File: src/rtl/assert_macros.svh
// Assertion helpers, clocked on clock and disabled during reset.
`ifndef ASSERT_MACROS_SVH
`define ASSERT_MACROS_SVH

// Antecedent implies consequent in the same cycle.
`define ASSERT_IMPLIES(lbl, ante, cons, msg) \
   lbl: assert property (@(posedge clock) disable iff (reset) (ante) |-> (cons)) \
      else $error(msg);

// Condition must never hold.
`define ASSERT_NEVER(lbl, cond, msg) \
   lbl: assert property (@(posedge clock) disable iff (reset) !(cond)) else $error(msg);

`endif

File: src/rtl/mlm_pkg.sv
package mlm_pkg;

   // transaction field widths
   localparam int ACTION_W  = 3;
   localparam int CHANNEL_W = 3;
   localparam int VALUE_W   = 16;
   localparam int OVERS_W   = 16;
   localparam int COEF_W    = 16;
   localparam int ACTIVE_W  = 4;

   // configuration port
   localparam int CSR_IDX_W  = 2;
   localparam int CSR_DATA_W = 16;

   localparam logic [CSR_IDX_W-1:0] CSR_PEAK_RELEASE   = 2'd0;
   localparam logic [CSR_IDX_W-1:0] CSR_AVERAGE_SMOOTH = 2'd1;
   localparam logic [CSR_IDX_W-1:0] CSR_ACTIVE_CHANS   = 2'd2;

   localparam logic [COEF_W-1:0]   PEAK_RELEASE_RST   = 16'd1000;
   localparam logic [COEF_W-1:0]   AVERAGE_SMOOTH_RST = 16'd5000;
   localparam logic [ACTIVE_W-1:0] ACTIVE_CHANS_RST   = 4'd8;

   // actions
   localparam logic [ACTION_W-1:0] ACT_PEAK        = 3'd0;
   localparam logic [ACTION_W-1:0] ACT_AVERAGE     = 3'd1;
   localparam logic [ACTION_W-1:0] ACT_ADD_OVERS   = 3'd2;
   localparam logic [ACTION_W-1:0] ACT_CLEAR_OVERS = 3'd3;
   localparam logic [ACTION_W-1:0] ACT_RESET_MAX   = 3'd4;
   localparam logic [ACTION_W-1:0] ACT_READ        = 3'd5;

   localparam logic [OVERS_W-1:0] OVER_MAX = 16'hFFFF;
   localparam int                 HALF_Q16 = 32768;

endpackage

File: src/rtl/mlm_ifs.sv
interface mlm_req_if import mlm_pkg::*; ();
   logic                 valid;
   logic                 ready;
   logic [ACTION_W-1:0]  action;
   logic [CHANNEL_W-1:0] channel;
   logic [VALUE_W-1:0]   sample_value;

   modport source (output valid, action, channel, sample_value, input ready);
   modport sink   (input valid, action, channel, sample_value, output ready);
endinterface

interface mlm_rsp_if import mlm_pkg::*; ();
   logic               valid;
   logic               ready;
   logic               channel_valid;
   logic [VALUE_W-1:0] peak_out;
   logic [VALUE_W-1:0] average_out;
   logic [VALUE_W-1:0] max_peak_out;
   logic [VALUE_W-1:0] max_average_out;
   logic [OVERS_W-1:0] overs_out;

   modport source (output valid, channel_valid, peak_out, average_out, max_peak_out,
                   max_average_out, overs_out, input ready);
   modport sink   (input valid, channel_valid, peak_out, average_out, max_peak_out,
                   max_average_out, overs_out, output ready);
endinterface

File: src/rtl/multichannel_level_meter.sv
// Multichannel level meter with peak/average ballistics.
//
// req: one transaction = action, channel, sample_value. Peak and average
//   updates move the channel's level (instant attack / exponential release
//   for peak, exponential smoothing for average) and raise the held maxima.
//   Add-overs saturates the over count. Clear-overs and reset-maxima walk
//   every active channel. Read just returns state.
// rsp: one transaction per request, the addressed channel's state after the
//   action; a channel at or above the active count returns channel_valid=0
//   and zero fields, and is left untouched.
// csr: plain write port (csr_we/csr_index/csr_wdata); the user writes it only
//   while idle, which the block itself does not enforce.
// Flow: channel state sits in one memory, registered read. A channel action
//   runs read, multiply, write back; the next request can be taken the cycle
//   after. Clear-overs and reset-maxima read-modify-write each active channel.
// Reset clears registers and marks all memory entries empty (read as zero);
//   no clearing pass. When rsp stalls, a finished result waits in the output
//   register; the next request is still taken, its write-back waits for room.
`include "assert_macros.svh"

module multichannel_level_meter import mlm_pkg::*; #(
   parameter int NUM_CHANNELS = 8,
   parameter int LEVEL_BITS   = 16
) (
   input  logic                  clock,
   input  logic                  reset,
   mlm_req_if.sink               req,
   mlm_rsp_if.source             rsp,
   input  logic                  csr_we,
   input  logic [CSR_IDX_W-1:0]  csr_index,
   input  logic [CSR_DATA_W-1:0] csr_wdata
);

   localparam int CH_W    = (NUM_CHANNELS > 1) ? $clog2(NUM_CHANNELS) : 1;
   localparam int CNT_W   = $clog2(NUM_CHANNELS + 1);
   localparam int LIM_W   = (CNT_W > ACTIVE_W) ? CNT_W : ACTIVE_W;
   localparam int PROD_W  = COEF_W + LEVEL_BITS + 1;
   localparam int ENTRY_W = 4 * LEVEL_BITS + OVERS_W;

   // sequencer states
   localparam logic [2:0] ST_IDLE  = 3'd0;
   localparam logic [2:0] ST_MUL   = 3'd1;  // read data in, scale the gap
   localparam logic [2:0] ST_WB    = 3'd2;  // update, write back, respond
   localparam logic [2:0] ST_SW_RD = 3'd3;  // sweep: read entry
   localparam logic [2:0] ST_SW_WR = 3'd4;  // sweep: modify and write entry
   localparam logic [2:0] ST_RD    = 3'd5;  // read addressed channel after sweep

   typedef struct packed {
      logic [OVERS_W-1:0]    overs;
      logic [LEVEL_BITS-1:0] havg;
      logic [LEVEL_BITS-1:0] hpeak;
      logic [LEVEL_BITS-1:0] avg;
      logic [LEVEL_BITS-1:0] peak;
   } entry_type;

   // configuration
   logic [COEF_W-1:0]   rel_ff;
   logic [COEF_W-1:0]   sm_ff;
   logic [ACTIVE_W-1:0] active_ff;

   // control and captured request
   logic [2:0]           state_ff, state_in;
   logic [ACTION_W-1:0]  act_ff;
   logic [CHANNEL_W-1:0] ch_ff;
   logic [VALUE_W-1:0]   val_ff;
   logic                 ch_valid_ff;
   logic [LIM_W-1:0]     idx_ff, idx_in;
   logic [LEVEL_BITS-1:0] step_ff, step_in;
   logic                 up_ff, up_in;

   // response register
   logic                  rsp_valid_ff;
   logic                  rsp_chv_ff;
   logic [VALUE_W-1:0]    rsp_peak_ff;
   logic [VALUE_W-1:0]    rsp_avg_ff;
   logic [VALUE_W-1:0]    rsp_hpeak_ff;
   logic [VALUE_W-1:0]    rsp_havg_ff;
   logic [OVERS_W-1:0]    rsp_overs_ff;

   logic             accept;
   logic             wb_fire;
   logic [LIM_W-1:0] limit;
   logic             is_sweep;

   logic              rd_en;
   logic [CH_W-1:0]   rd_addr;
   logic [ENTRY_W-1:0] rd_data;
   logic              wr_en;
   logic [CH_W-1:0]   wr_addr;
   entry_type         cur;
   entry_type         nxt;
   entry_type         swp;

   assign accept   = req.valid && req.ready;
   assign req.ready = (state_ff == ST_IDLE);
   assign wb_fire  = (state_ff == ST_WB) && (!rsp_valid_ff || rsp.ready);
   assign cur      = entry_type'(rd_data);
   assign limit    = (LIM_W'(active_ff) > LIM_W'(NUM_CHANNELS)) ?
                     LIM_W'(NUM_CHANNELS) : LIM_W'(active_ff);
   assign is_sweep = (req.action == ACT_CLEAR_OVERS) || (req.action == ACT_RESET_MAX);

   // configuration writes
   always_ff @(posedge clock) begin
      if (reset) begin
         rel_ff    <= PEAK_RELEASE_RST;
         sm_ff     <= AVERAGE_SMOOTH_RST;
         active_ff <= ACTIVE_CHANS_RST;
      end else if (csr_we) begin
         case (csr_index)
            CSR_PEAK_RELEASE:   rel_ff    <= csr_wdata[COEF_W-1:0];
            CSR_AVERAGE_SMOOTH: sm_ff     <= csr_wdata[COEF_W-1:0];
            CSR_ACTIVE_CHANS:   active_ff <= csr_wdata[ACTIVE_W-1:0];
            default: ;
         endcase
      end
   end

   // memory port selection
   always_comb begin
      rd_en   = accept || (state_ff == ST_SW_RD) || (state_ff == ST_RD);
      rd_addr = CH_W'(req.channel);
      if (state_ff == ST_SW_RD) begin
         rd_addr = idx_ff[CH_W-1:0];
      end else if (state_ff == ST_RD) begin
         rd_addr = CH_W'(ch_ff);
      end
      wr_en   = (state_ff == ST_SW_WR) || (wb_fire && ch_valid_ff);
      wr_addr = (state_ff == ST_SW_WR) ? idx_ff[CH_W-1:0] : CH_W'(ch_ff);
   end

   // gap scaling: coef * gap, rounded, Q0.16
   always_comb begin
      logic [LEVEL_BITS-1:0] x;
      logic [LEVEL_BITS-1:0] gap;
      logic [COEF_W-1:0]     coef;
      logic [PROD_W-1:0]     prod;
      x    = LEVEL_BITS'(val_ff);
      coef = (act_ff == ACT_PEAK) ? rel_ff : sm_ff;
      if (act_ff == ACT_PEAK) begin
         up_in = x > cur.peak;
         gap   = up_in ? '0 : cur.peak - x;
      end else begin
         up_in = x >= cur.avg;
         gap   = up_in ? x - cur.avg : cur.avg - x;
      end
      prod    = PROD_W'(coef) * PROD_W'(gap) + PROD_W'(HALF_Q16);
      step_in = prod[COEF_W +: LEVEL_BITS];
   end

   // channel update at write back
   always_comb begin
      logic [LEVEL_BITS-1:0] x;
      logic [OVERS_W:0]      sum;
      x   = LEVEL_BITS'(val_ff);
      sum = {1'b0, cur.overs} + {1'b0, val_ff};
      nxt = cur;
      case (act_ff)
         ACT_PEAK: begin
            nxt.peak = up_ff ? x : cur.peak - step_ff;
            if (nxt.peak > cur.hpeak) begin
               nxt.hpeak = nxt.peak;
            end
         end
         ACT_AVERAGE: begin
            nxt.avg = up_ff ? cur.avg + step_ff : cur.avg - step_ff;
            if (nxt.avg > cur.havg) begin
               nxt.havg = nxt.avg;
            end
         end
         ACT_ADD_OVERS: begin
            nxt.overs = sum[OVERS_W] ? OVER_MAX : sum[OVERS_W-1:0];
         end
         default: ;
      endcase
   end

   // sweep modification of one entry
   always_comb begin
      swp = cur;
      case (act_ff)
         ACT_CLEAR_OVERS: swp.overs = '0;
         ACT_RESET_MAX: begin
            swp.hpeak = cur.peak;
            swp.havg  = cur.avg;
         end
         default: ;
      endcase
   end

   // sequencer
   always_comb begin
      state_in = state_ff;
      idx_in   = idx_ff;
      case (state_ff)
         ST_IDLE: begin
            if (accept) begin
               idx_in = '0;
               if (is_sweep && (limit != '0)) begin
                  state_in = ST_SW_RD;
               end else if (is_sweep) begin
                  state_in = ST_RD;
               end else begin
                  state_in = ST_MUL;
               end
            end
         end
         ST_SW_RD: state_in = ST_SW_WR;
         ST_SW_WR: begin
            idx_in   = idx_ff + LIM_W'(1);
            state_in = (idx_in < limit) ? ST_SW_RD : ST_RD;
         end
         ST_RD:  state_in = ST_MUL;
         ST_MUL: state_in = ST_WB;
         ST_WB: begin
            if (wb_fire) begin
               state_in = ST_IDLE;
            end
         end
         default: state_in = ST_IDLE;
      endcase
   end

   always_ff @(posedge clock) begin
      if (reset) begin
         state_ff     <= ST_IDLE;
         idx_ff       <= '0;
         rsp_valid_ff <= 1'b0;
      end else begin
         state_ff <= state_in;
         idx_ff   <= idx_in;
         if (wb_fire) begin
            rsp_valid_ff <= 1'b1;
         end else if (rsp.ready) begin
            rsp_valid_ff <= 1'b0;
         end
      end
   end

   always_ff @(posedge clock) begin
      if (accept) begin
         act_ff      <= req.action;
         ch_ff       <= req.channel;
         val_ff      <= req.sample_value;
         ch_valid_ff <= LIM_W'(req.channel) < limit;
      end
      if (state_ff == ST_MUL) begin
         step_ff <= step_in;
         up_ff   <= up_in;
      end
      if (wb_fire) begin
         rsp_chv_ff   <= ch_valid_ff;
         rsp_peak_ff  <= ch_valid_ff ? VALUE_W'(nxt.peak) : '0;
         rsp_avg_ff   <= ch_valid_ff ? VALUE_W'(nxt.avg) : '0;
         rsp_hpeak_ff <= ch_valid_ff ? VALUE_W'(nxt.hpeak) : '0;
         rsp_havg_ff  <= ch_valid_ff ? VALUE_W'(nxt.havg) : '0;
         rsp_overs_ff <= ch_valid_ff ? nxt.overs : '0;
      end
   end

   mlm_chan_mem #(
      .DEPTH  (NUM_CHANNELS),
      .ADDR_W (CH_W),
      .DATA_W (ENTRY_W)
   ) u_mem (
      .clock   (clock),
      .reset   (reset),
      .rd_en   (rd_en),
      .rd_addr (rd_addr),
      .rd_data (rd_data),
      .wr_en   (wr_en),
      .wr_addr (wr_addr),
      .wr_data ((state_ff == ST_SW_WR) ? ENTRY_W'(swp) : ENTRY_W'(nxt))
   );

   assign rsp.valid           = rsp_valid_ff;
   assign rsp.channel_valid   = rsp_chv_ff;
   assign rsp.peak_out        = rsp_peak_ff;
   assign rsp.average_out     = rsp_avg_ff;
   assign rsp.max_peak_out    = rsp_hpeak_ff;
   assign rsp.max_average_out = rsp_havg_ff;
   assign rsp.overs_out       = rsp_overs_ff;

   `ASSERT_NEVER(a_no_wr_on_accept, wr_en && accept, "memory write while taking a request")
   `ASSERT_IMPLIES(a_wb_only_valid, wr_en && (state_ff == ST_WB), ch_valid_ff, "write to inactive channel")
   `ASSERT_IMPLIES(a_sweep_in_range, state_ff == ST_SW_RD, idx_ff < limit, "sweep index past active count")
   `ASSERT_IMPLIES(a_rsp_from_wb, $rose(rsp_valid_ff), $past(state_ff) == ST_WB, "response not from write back")

endmodule

File: src/rtl/mlm_chan_mem.sv
// Channel state memory: one write and one registered read per cycle.
// Entries never written read as zero (per-entry valid bits cleared by reset).
module mlm_chan_mem #(
   parameter int DEPTH  = 8,
   parameter int ADDR_W = 3,
   parameter int DATA_W = 80
) (
   input  logic              clock,
   input  logic              reset,
   input  logic              rd_en,
   input  logic [ADDR_W-1:0] rd_addr,
   output logic [DATA_W-1:0] rd_data,
   input  logic              wr_en,
   input  logic [ADDR_W-1:0] wr_addr,
   input  logic [DATA_W-1:0] wr_data
);

   logic [DATA_W-1:0] mem [DEPTH];
   logic [DEPTH-1:0]  vld_ff;
   logic [DATA_W-1:0] rd_data_ff;
   logic              rd_vld_ff;

   always_ff @(posedge clock) begin
      if (wr_en) begin
         mem[wr_addr] <= wr_data;
      end
      if (rd_en) begin
         rd_data_ff <= mem[rd_addr];
      end
   end

   always_ff @(posedge clock) begin
      if (reset) begin
         vld_ff    <= '0;
         rd_vld_ff <= 1'b0;
      end else begin
         if (wr_en) begin
            vld_ff[wr_addr] <= 1'b1;
         end
         if (rd_en) begin
            rd_vld_ff <= vld_ff[rd_addr];
         end
      end
   end

   assign rd_data = rd_vld_ff ? rd_data_ff : '0;

endmodule

File: src/flat_wrapper.sv
// flat-port wrapper written by rule: the top's interface ports become plain ports
module multichannel_level_meter_flat import mlm_pkg::*;
#(
   parameter int NUM_CHANNELS = 8,
   parameter int LEVEL_BITS   = 16
)
  (clock, reset, csr_we, csr_index, csr_wdata, req_valid, req_action, req_channel, req_sample_value, req_ready, rsp_valid, rsp_channel_valid, rsp_peak_out, rsp_average_out, rsp_max_peak_out, rsp_max_average_out, rsp_overs_out, rsp_ready);
  mlm_req_if req_i ();
  mlm_rsp_if rsp_i ();
  input  logic clock;
  input  logic reset;
  input  logic csr_we;
  input  logic [CSR_IDX_W-1:0] csr_index;
  input  logic [CSR_DATA_W-1:0] csr_wdata;
  input wire logic [$bits(req_i.valid)-1:0] req_valid;
  input wire logic [$bits(req_i.action)-1:0] req_action;
  input wire logic [$bits(req_i.channel)-1:0] req_channel;
  input wire logic [$bits(req_i.sample_value)-1:0] req_sample_value;
  output wire logic [$bits(req_i.ready)-1:0] req_ready;
  output wire logic [$bits(rsp_i.valid)-1:0] rsp_valid;
  output wire logic [$bits(rsp_i.channel_valid)-1:0] rsp_channel_valid;
  output wire logic [$bits(rsp_i.peak_out)-1:0] rsp_peak_out;
  output wire logic [$bits(rsp_i.average_out)-1:0] rsp_average_out;
  output wire logic [$bits(rsp_i.max_peak_out)-1:0] rsp_max_peak_out;
  output wire logic [$bits(rsp_i.max_average_out)-1:0] rsp_max_average_out;
  output wire logic [$bits(rsp_i.overs_out)-1:0] rsp_overs_out;
  input wire logic [$bits(rsp_i.ready)-1:0] rsp_ready;
  assign req_i.valid = req_valid;
  assign req_i.action = req_action;
  assign req_i.channel = req_channel;
  assign req_i.sample_value = req_sample_value;
  assign req_ready = req_i.ready;
  assign rsp_valid = rsp_i.valid;
  assign rsp_channel_valid = rsp_i.channel_valid;
  assign rsp_peak_out = rsp_i.peak_out;
  assign rsp_average_out = rsp_i.average_out;
  assign rsp_max_peak_out = rsp_i.max_peak_out;
  assign rsp_max_average_out = rsp_i.max_average_out;
  assign rsp_overs_out = rsp_i.overs_out;
  assign rsp_i.ready = rsp_ready;
  multichannel_level_meter #(.NUM_CHANNELS(NUM_CHANNELS), .LEVEL_BITS(LEVEL_BITS)) u_core (.clock(clock), .reset(reset), .req(req_i), .rsp(rsp_i), .csr_we(csr_we), .csr_index(csr_index), .csr_wdata(csr_wdata));
endmodule
File: config.mk
export PLATFORM = sky130hd
export DESIGN_NAME = multichannel_level_meter_flat
export DESIGN_NICKNAME = d
export VERILOG_FILES = /design/src/rtl/mlm_pkg.sv /design/src/rtl/mlm_ifs.sv /design/src/rtl/multichannel_level_meter.sv /design/src/rtl/mlm_chan_mem.sv /design/src/flat_wrapper.sv
export VERILOG_INCLUDE_DIRS = /design/src /design/src/rtl
export SDC_FILE = /design/constraint.sdc
export NUM_CORES = 2
export LEC_CHECK = 0
export BUFFER_PORTS_ARGS = -buffer_cell sky130_fd_sc_hd__buf_2
export CAP_MARGIN = 10
export CORE_UTILIZATION = 50
export CTS_CLUSTER_DIAMETER = 100
export DETAILED_ROUTE_END_ITERATION = 16
export PLACE_DENSITY = 0.71
export SYNTH_ARGS = -nofsm -noshare
export SYNTH_HDL_FRONTEND = slang
export SYNTH_SLANG_ARGS = --single-unit
export TNS_END_PERCENT = 1
File: constraint.sdc
create_clock -name clock -period 14 [get_ports clock]
set_input_delay 2.8 -clock clock [delete_from_list [all_inputs] [get_ports clock]]
set_output_delay 2.8 -clock clock [all_outputs]
set_load 0.01 [all_outputs]
==> metrics.txt <==
core area 98300 µm²; most used cell along the critical path fa_1; Port-buffer cells 127; drt total wl 133000 µm; # hold bufs at CTS 0; DR pass1 iterations 6; Num CTS Buffers 85; Async SR Flop Fraction 0%; Crit. path cell count 37; Period Utilization, post-route 79.0%; P&R area growth vs syn 10.1%; Yosys top cell area share 50.9%; top_reg_cell synth edfxtp_1; H-tree levels 3; slowest stage delay, CP 0.74 ns; layout cells sized above 1 15.8%; Min-Delay Path Class flop to flop; RSZ-0062 raised after global routing no; mapped cell area 49600 µm²; syn_nets 4364; final slew viol count 0; FF/Latch Area 26300 µm²; initial antenna violation count 2; Initial DRC Count 3483; R2R setup slack 2.95 ns; largest cells by area after synthesis edfxtp_1 51%, fa_1 8.0%, mux4_2 7.4%; clock sinks 894; slew margin rel. 10.5%; worst skew pair latency 0.68 ns; dpl ws 3.11 ns; Fillers 7951; first-pass GRT wire length 198000 µm; utilization after layout 55.6%; post-synth top area cell edfxtp_1; total power 0.0115 W; Placer Congestion 0.956; Yosys Warn Count 0; die height 317 µm; pwr/cell area 211 nW/µm²; Post-Place Cells 5207; cells on worst reg2reg path 37; IO Pins 128; multi-input logic area 21400 µm²; crit path capture u_core.step_ff[13]; # Max-Cap Violations 0; HPWL Detailed 90300 µm; Via density 6.05; CTS Buffer Depth 3; largest net degree at the start of global routing 67; smallest setup slack after layout 2.95 ns; n_diodes 0; Worst Skew 0.0520 ns; commonest cells in the synthesized netlist 841 x edfxtp_1, 436 x nand2_1, 368 x nor2_1, 344 x inv_1, 224 x ha_1; global-route usage over all layers 26.6%; Initial Utilization 50.5%; Setup Viol. Count Final 0; Hold Vio Cnt, Final 0; upper clock frequency limit 0.0905 GHz; r2r startpoint u_core.u_mem.rd_vld_ff; leakage 21.1 nW; critical path's top delay family adder cells; Crit. Startpoint u_core.u_mem.rd_vld_ff; # Post-CTS Setup Buffers 0; minimum clock period after layout 11.05 ns; CTS tree yes; vias in the first global route 32100; Largest Register u_core.u_mem.mem; critical path arrival 11.46 ns; post-synth cell types 99; Root Buffer clkbuf_16; Slowest-stage cell, CP dfxtp_4; CTS-repair resized insts 0; status completed; sequential fraction of the synthesis area 53.1%; most numerous cell in the Yosys netlist edfxtp_1; antenna-violating nets left 0; VDD IR max 0.420 mV; crit path max fanout 66; Nets 4476; Avg Cell Area, Syn 12.7 µm²; fin cells 5367; Startpoint Class flop; Seq cells post-synth 894; clock-pin slew on the worst setup and hold paths 0.06 ns; Die Span X 317 µm; Post-synth EDFFs 841; worst reg2reg endpoint u_core.step_ff[13]; grt total ovfl 0; WS Path Type flop to flop; Crit. End Element flop; max reg flops 640; via count 32500; DRC 0; Cell Rows 115; Syn Inst Count 3898; DIE AREA 100000 µm²; Bufs and invs on worst path 5; Avg WL per Cell 24.7 µm; TNS Setup 0 ns; worst-margin pin slew 1.33 ns; Top Registers u_core.u_mem.mem x640, u_core.u_mem.rd_data_ff x80; required time worst endpoint 14.40 ns
worst reg2reg max path, delay by kind of cell (launching register included):
kind	cells	cell delay, ns
adders and majority gates	8	3.75
AOI/OAI and AO/OA	16	3.60
DFF	1	0.74
xor gates and xnor gates	2	0.35
buffers and inverters	5	0.95
muxes	1	0.22
and+or+nand+nor	5	1.23
worst min-delay path by stage:
stage	start	to	slack (ns)	depth (start not counted)
4_1_cts	u_core.sm_ff[0]	u_core.sm_ff[0]	0.46	2
6_report	u_core.sm_ff[0]	u_core.sm_ff[0]	0.46	2
2_1_floorplan	u_core.ch_valid_ff	u_core.rsp.channel_valid	0.42	0
5_1_grt	u_core.rel_ff[0]	u_core.rel_ff[0]	0.47	2
3_3_place_gp	u_core.rel_ff[0]	u_core.rel_ff[0]	0.44	2
3_5_place_dp	u_core.sm_ff[0]	u_core.sm_ff[0]	0.45	2
through the flow:
step	instance area (µm²)	hold slack, ns
floorplan	49600	0.424
detailed placement	51800	0.449
CTS	54600	0.458
global placement	51800	0.441
finish	54600	0.457
global route	54600	0.473
area by class of cell:
cell class / instances / share of cell area (%)
Timing Repair Buffer: 203 / 2.21
Clock inverter: 55 / 0.983
Sequential cell: 894 / 48.2
Clock buffer: 102 / 4.11
Inverter: 345 / 2.37
Multi-Input combinational cell: 2481 / 39.2
Tap cell: 1287 / 2.95
cells in the final DEF (no fill, tap or decap), drive strengths merged, types with 7 or more instances in the layout:
cell / synthesis / layout
edfxtp: 841 / 841
nand2: 436 / 436
nor2: 369 / 369
inv: 344 / 350
ha: 224 / 224
buf: 59 / 203
fa: 197 / 197
a21oi: 188 / 188
mux4: 162 / 162
o21ai: 135 / 135
clkbuf: 119 / 102
mux2: 88 / 88
xnor2: 78 / 78
dfxtp: 53 / 53
a21o: 42 / 42
o22ai: 42 / 42
and2: 40 / 40
clkinv: 1 / 39
nand2b: 35 / 35
nand3: 32 / 32
a211oi: 32 / 32
xor2: 31 / 31
mux2i: 30 / 30
a31oi: 30 / 30
nor2b: 22 / 22
nor3: 19 / 19
a221oi: 17 / 17
nand3b: 16 / 16
o21bai: 15 / 15
or2: 14 / 14
and3: 13 / 13
o21a: 12 / 12
nor4: 12 / 12
nand4: 9 / 9
a22oi: 9 / 9
o221ai: 8 / 8
or3: 8 / 8
maj3: 8 / 8
a21boi: 7 / 7
per-layer routing:
layer | share of wire, % | global-route usage, %
met1 | 40 | 36.0
met2 | 48 | 42.7
met3 | 7.6 | 3.87
met4 | 4.7 | 12.2
met5 | 0.017 | 0
cell families after synthesis:
logic type / after synthesis / share of synthesized area [%]
fa+ha+maj: 429 / 13.8
simple gates: 1044 / 9.16
compound gates: 619 / 8.02
flops: 894 / 53.1
xor+xnor: 109 / 1.96
buf+inv: 523 / 4.06
mux: 280 / 9.96
power breakdown:
| part | total, W | switching, W | internal (W) |
|---|---|---|---|
| clock network | 0.00229 | 0.00102 | 0.00127 |
| registers | 0.00335 | 0.000118 | 0.00323 |
| logic | 0.00588 | 0.00358 | 0.00230 |
| total | 0.0115 | 0.00472 | 0.00680 |
Note: power is estimated with default switching activity, not from simulation.
